### src/rtl/chm_pkg.sv
`timescale 1ns / 1ps
// ----------------------------------------------------------------------------
// chm_pkg: shared types and codes for the chained hash map
// Opcodes, status codes, sequencer states and the modulo unit handshake.
// ----------------------------------------------------------------------------
package chm_pkg;

	localparam int KeyW = 31;
	localparam int ValW = 32;
	localparam int CntW = 9;

	typedef enum logic [1:0] {
		OP_INSERT = 2'd0,
		OP_REMOVE = 2'd1,
		OP_SEARCH = 2'd2,
		OP_NOP    = 2'd3
	} opcode_t;

	typedef enum logic [1:0] {
		ST_OK       = 2'd0,
		ST_NOTFOUND = 2'd1,
		ST_FULL     = 2'd2
	} status_t;

	localparam logic [ValW-1:0] MissValue = 32'h8000_0000;

	typedef enum logic [3:0] {
		S_IDLE,
		S_MOD,
		S_HEAD,
		S_HEADW,
		S_RD,
		S_RDW,
		S_CMP,
		S_ALLOC,
		S_ALLOCW,
		S_LINK,
		S_UNLINK,
		S_FREE,
		S_OUT
	} state_t;

	// modulo unit control
	typedef struct packed {
		logic start;
		logic busy;
		logic done;
	} mod_ctl_t;

endpackage

### src/rtl/chm_mod.sv
`timescale 1ns / 1ps
// ----------------------------------------------------------------------------
// chm_mod: restoring remainder unit
// Reduces a 31-bit key modulo a DivW-bit divisor, one bit a cycle.
// ----------------------------------------------------------------------------
module chm_mod #(
	parameter int DivW = 9
) (
	input  logic                clk,
	input  logic                arst_n,
	input  logic                start,
	input  logic [30:0]         dividend,
	input  logic [DivW-1:0]     divisor,
	output logic                busy,
	output logic                done,
	output logic [DivW-1:0]     remainder
);
	import chm_pkg::*;

	logic [KeyW-1:0] num_q;
	logic [DivW-1:0] den_q;
	logic [DivW:0]   rem_q;
	logic [4:0]      cnt_q;
	logic            busy_q;
	logic            done_q;
	logic [DivW:0]   trial;

	// shift in next key bit and subtract if it fits
	assign trial = {rem_q[DivW-1:0], num_q[KeyW-1]};

	always_ff @(posedge clk or negedge arst_n) begin
		if (!arst_n) begin
			busy_q <= 1'b0;
			done_q <= 1'b0;
			cnt_q  <= '0;
		end else begin
			done_q <= 1'b0;
			if (start) begin
				busy_q <= 1'b1;
				cnt_q  <= 5'(KeyW - 1);
			end else if (busy_q) begin
				cnt_q <= cnt_q - 5'd1;
				if (cnt_q == '0) begin
					busy_q <= 1'b0;
					done_q <= 1'b1;
				end
			end
		end
	end

	always_ff @(posedge clk) begin
		if (start) begin
			num_q <= dividend;
			den_q <= divisor;
			rem_q <= '0;
		end else if (busy_q) begin
			num_q <= {num_q[KeyW-2:0], 1'b0};
			if (trial >= {1'b0, den_q}) rem_q <= trial - {1'b0, den_q};
			else rem_q <= trial;
		end
	end

	assign busy      = busy_q;
	assign done      = done_q;
	assign remainder = rem_q[DivW-1:0];

endmodule

### config.mk
export PLATFORM = sky130hd
export DESIGN_NAME = chm_mod
export DESIGN_NICKNAME = d
export VERILOG_FILES = /design/src/rtl/chm_pkg.sv /design/src/rtl/chm_mod.sv
export SDC_FILE = /design/constraint.sdc
export NUM_CORES = 1
export LEC_CHECK = 0
export BUFFER_PORTS_ARGS = -buffer_cell sky130_fd_sc_hd__buf_2
export CAP_MARGIN = 10
export CORE_AREA = 2 2 53 105
export DETAILED_ROUTE_END_ITERATION = 12
export DIE_AREA = 0 0 55 107
export HOLD_SLACK_MARGIN = 0.1
export PLACE_DENSITY = 0.78
export SLEW_MARGIN = 20
export SYNTH_ARGS = -nofsm -noshare
export SYNTH_HDL_FRONTEND = slang
export SYNTH_SLANG_ARGS = --single-unit
### constraint.sdc
create_clock -name clk -period 3 [get_ports clk]
set_input_delay 0.15 -clock clk [delete_from_list [all_inputs] [get_ports clk]]
set_output_delay 0.15 -clock clk [all_outputs]
set_load 0.005 [all_outputs]
==> flow_summary.json <==
{
  "viasPerCell": 5.52,
  "seqPwrFrac": 0.453,
  "h-tree-depth": 2,
  "final_nets": 324,
  "layout_min_cycle_time_ns": 2.71,
  "whs_ns": 0.119,
  "layout.cells.non_filler": 328,
  "slew_headroom": 0.607,
  "die_area_mm2": 0.00589,
  "post-route-period-util": 0.905,
  "synth_edf_count": 40,
  "yosys_warnings": 0,
  "p_switching_mw": 0.709,
  "outcome": "complete, no violations",
  "place_inst": 310,
  "core-area_mm2": 0.00509,
  "ios": 54,
  "grt_pass1_vias": 1824,
  "clock_sinks": 56,
  "cp-end-kind": "register",
  "clk_path_buf_depth": 2,
  "wl_mm": 4.96,
  "final_cell_mix": "53 x buf_2, 40 x edfxtp_1, 30 x mux2_2",
  "finalSetupTns_ns": 0,
  "syn_nets": 260,
  "place_area_mm2": 0.00305,
  "drtIter0Drc": 40,
  "syn_area_mm2": 0.00274,
  "initial_core_util": 0.537,
  "cap_violations": 0,
  "syn_area_per_cell_um2": 13.3,
  "detailed_place_hpwl_mm": 3.68,
  "place_congestion": 0.886,
  "track_usage": 0.191,
  "synthArstFlopShare": 0.125,
  "yosysSeqAreaShare": 0.569,
  "cts-buffers-inserted": 5,
  "swShare": 0.312,
  "cp_num_buf_inv": 3,
  "clkLatencyLatePin_ns": 0.32,
  "cp_top_family": "compound AO/OA/AOI/OAI gates",
  "drv_slew": 0,
  "p_leak_nw": 1.41,
  "ys_ff_latch": 56,
  "wl_per_cell_um": 15.1,
  "peakVddDrop_mv": 0.596,
  "worstReg2RegEnd": "rem_q[8]",
  "final_util": 0.644,
  "p_comb_frac": 0.315,
  "core.rowCount": 37,
  "tightestPinTransition_ns": 0.588,
  "cp_max_fo": 13,
  "grt_pass1_wl_mm": 8.05,
  "fin_worst_skew_ns": 0.0145,
  "powerDensity_mw_per_mm2": 692,
  "drc": 0,
  "grt_max_degree": 32,
  "setup_violations": 0,
  "gr-total-overflow": 0,
  "vias": 1809,
  "antenna_found_initial": 0,
  "synth_flop_cell": "edfxtp_1",
  "clk_pin_slew_ns": 0.11,
  "cts_root_buf": "clkbuf_8",
  "synthCells": 205,
  "hold_violations": 0,
  "hold_path_class": "in2reg",
  "cp_cell_sequence": "inv_1 -> ha_1 -> inv_1 -> fa_1 -> a211oi_2 -> o31ai_4 -> a211oi_4 -> buf_4 -> a32oi_1 -> o31ai_1",
  "path_class": "reg2reg",
  "fin_ws_ns": 0.285,
  "pre_cts_slack_ns": 0.355,
  "ys_types": 40,
  "hold_start": "dividend[0]",
  "clkPwrFrac": 0.231,
  "min_to": "num_q[0]",
  "n_antenna_cell": 0,
  "r2r_slack_ns": 0.29,
  "cts_tree": "done",
  "total_power_mw": 2.27,
  "rsz0062_at_grt": "no",
  "die_h_um": 107,
  "crit_top_cell": "inv_1",
  "reg2reg_depth": 10,
  "critPathLaunchType": "register",
  "max_stage_delay_ns": 0.57,
  "fill_cells": 411,
  "intPower_mw": 1.56,
  "crit_arrival_ns": 2.94,
  "cp_slowest_cell": "a211oi_4",
  "portBuffers": 53,
  "required_ns": 3.23,
  "cts_setup_buffers": 0,
  "drive_gt1_frac": 0.363,
  "hold_depth": 2,
  "ant_nets": 0,
  "area_growth_pct": 19.9,
  "r2r_start": "num_q[30]",
  "firstDrtPassIters": 4,
  "mostFrequentLayoutCell": "buf_2",
  "design_area_mm2": 0.00328,
  "die_w_um": 55,
  "fmax_mhz": 368
}
==> state kept, by name, summed over array words and instances, names as in the netlist <==
name / count
rem_q: 9
num_q: 31
done: 1
busy: 1
cnt_q: 5
den_q: 9
==> area by class of cell <==
cell class | count | area (um2) | area share
multi-input cells | 124 | 1070 | 0.327
clock buffers | 7 | 119 | 0.0363
repair buffers | 66 | 388 | 0.118
flip-flops and latches | 56 | 1560 | 0.475
inverters | 16 | 60.1 | 0.0183
well taps | 58 | 72.6 | 0.0221
clock inverters | 1 | 8.76 | 0.00267
==> cell usage after synthesis, drive strengths merged (2+ instances only) <==
library cell / n / area share
a211oi: 5 / 0.020
nand3: 4 / 0.0073
o31ai: 5 / 0.019
nor2: 9 / 0.012
mux2: 30 / 0.12
dfrtp: 7 / 0.064
nand2b: 6 / 0.014
mux2i: 3 / 0.011
nor3: 2 / 0.0037
a32oi: 3 / 0.0096
a211o: 2 / 0.0064
o21ai: 4 / 0.0073
nor2b: 2 / 0.0046
buf: 2 / 0.0069
xor2: 4 / 0.013
edfxtp: 40 / 0.44
inv: 16 / 0.022
a21o: 3 / 0.0082
o311ai: 2 / 0.0064
nor3b: 2 / 0.0055
a21oi: 3 / 0.0055
ha: 11 / 0.050
a31oi: 2 / 0.0046
clkbuf: 7 / 0.0096
nand2: 7 / 0.0096
xnor2: 6 / 0.019
dfxtp: 9 / 0.066
==> per-layer routing <==
metal  wire length (um)  global-route usage  vias to the layer above
met5                  0                   0                        -
met4                129              0.0819                        0
met3                173              0.0362                       11
met2               2750               0.328                       48
met1               1910               0.219                      865
li1                   -                   -                      885
==> worst max-delay path by stage <==
| stage | start | end | slack, ns | cells after the start |
|---|---|---|---|---|
| final | num_q[30] | rem_q[8] | 0.29 | 10 |
| after global routing | num_q[30] | rem_q[6] | 0.08 | 10 |
| after CTS | num_q[30] | rem_q[8] | 0.30 | 10 |
| after detailed placement | num_q[30] | rem_q[8] | 0.36 | 10 |
| after global placement | num_q[30] | rem_q[1] | 0.43 | 9 |
| after floorplan | num_q[30] | rem_q[0] | 0.67 | 10 |
==> power groups by stage <==
stage               Clock (mW)  Sequential, mW  Combinational [mW]
floorplan                    0            1.02               0.536
global placement             0            1.04               0.685
finish                   0.524            1.03               0.715
CTS                      0.545            1.03               0.719
global route             0.565            1.04               0.791
detailed placement           0            1.05               0.706
==> cell families (layout without fill, tap and decap cells) <==
| kind of cell | count (synthesis) | after routing | share of synthesized area |
|---|---|---|---|
| multiplexers | 33 | 33 | 0.134 |
| AND/OR/NAND/NOR | 37 | 37 | 0.0705 |
| buffers and inverters | 25 | 90 | 0.0384 |
| adder cells (fa/ha/maj) | 12 | 12 | 0.0576 |
| XOR/XNOR | 10 | 10 | 0.0320 |
| flip-flops | 56 | 56 | 0.569 |
| AO/OA/AOI/OAI | 32 | 32 | 0.0979 |
==> what timing repair did <==
action,4_1_cts,5_1_grt
gates resized for setup,0,0
hold buffers,10,0
endpoints found under the hold margin,16,0
Note: power is estimated with default switching activity, not from simulation.
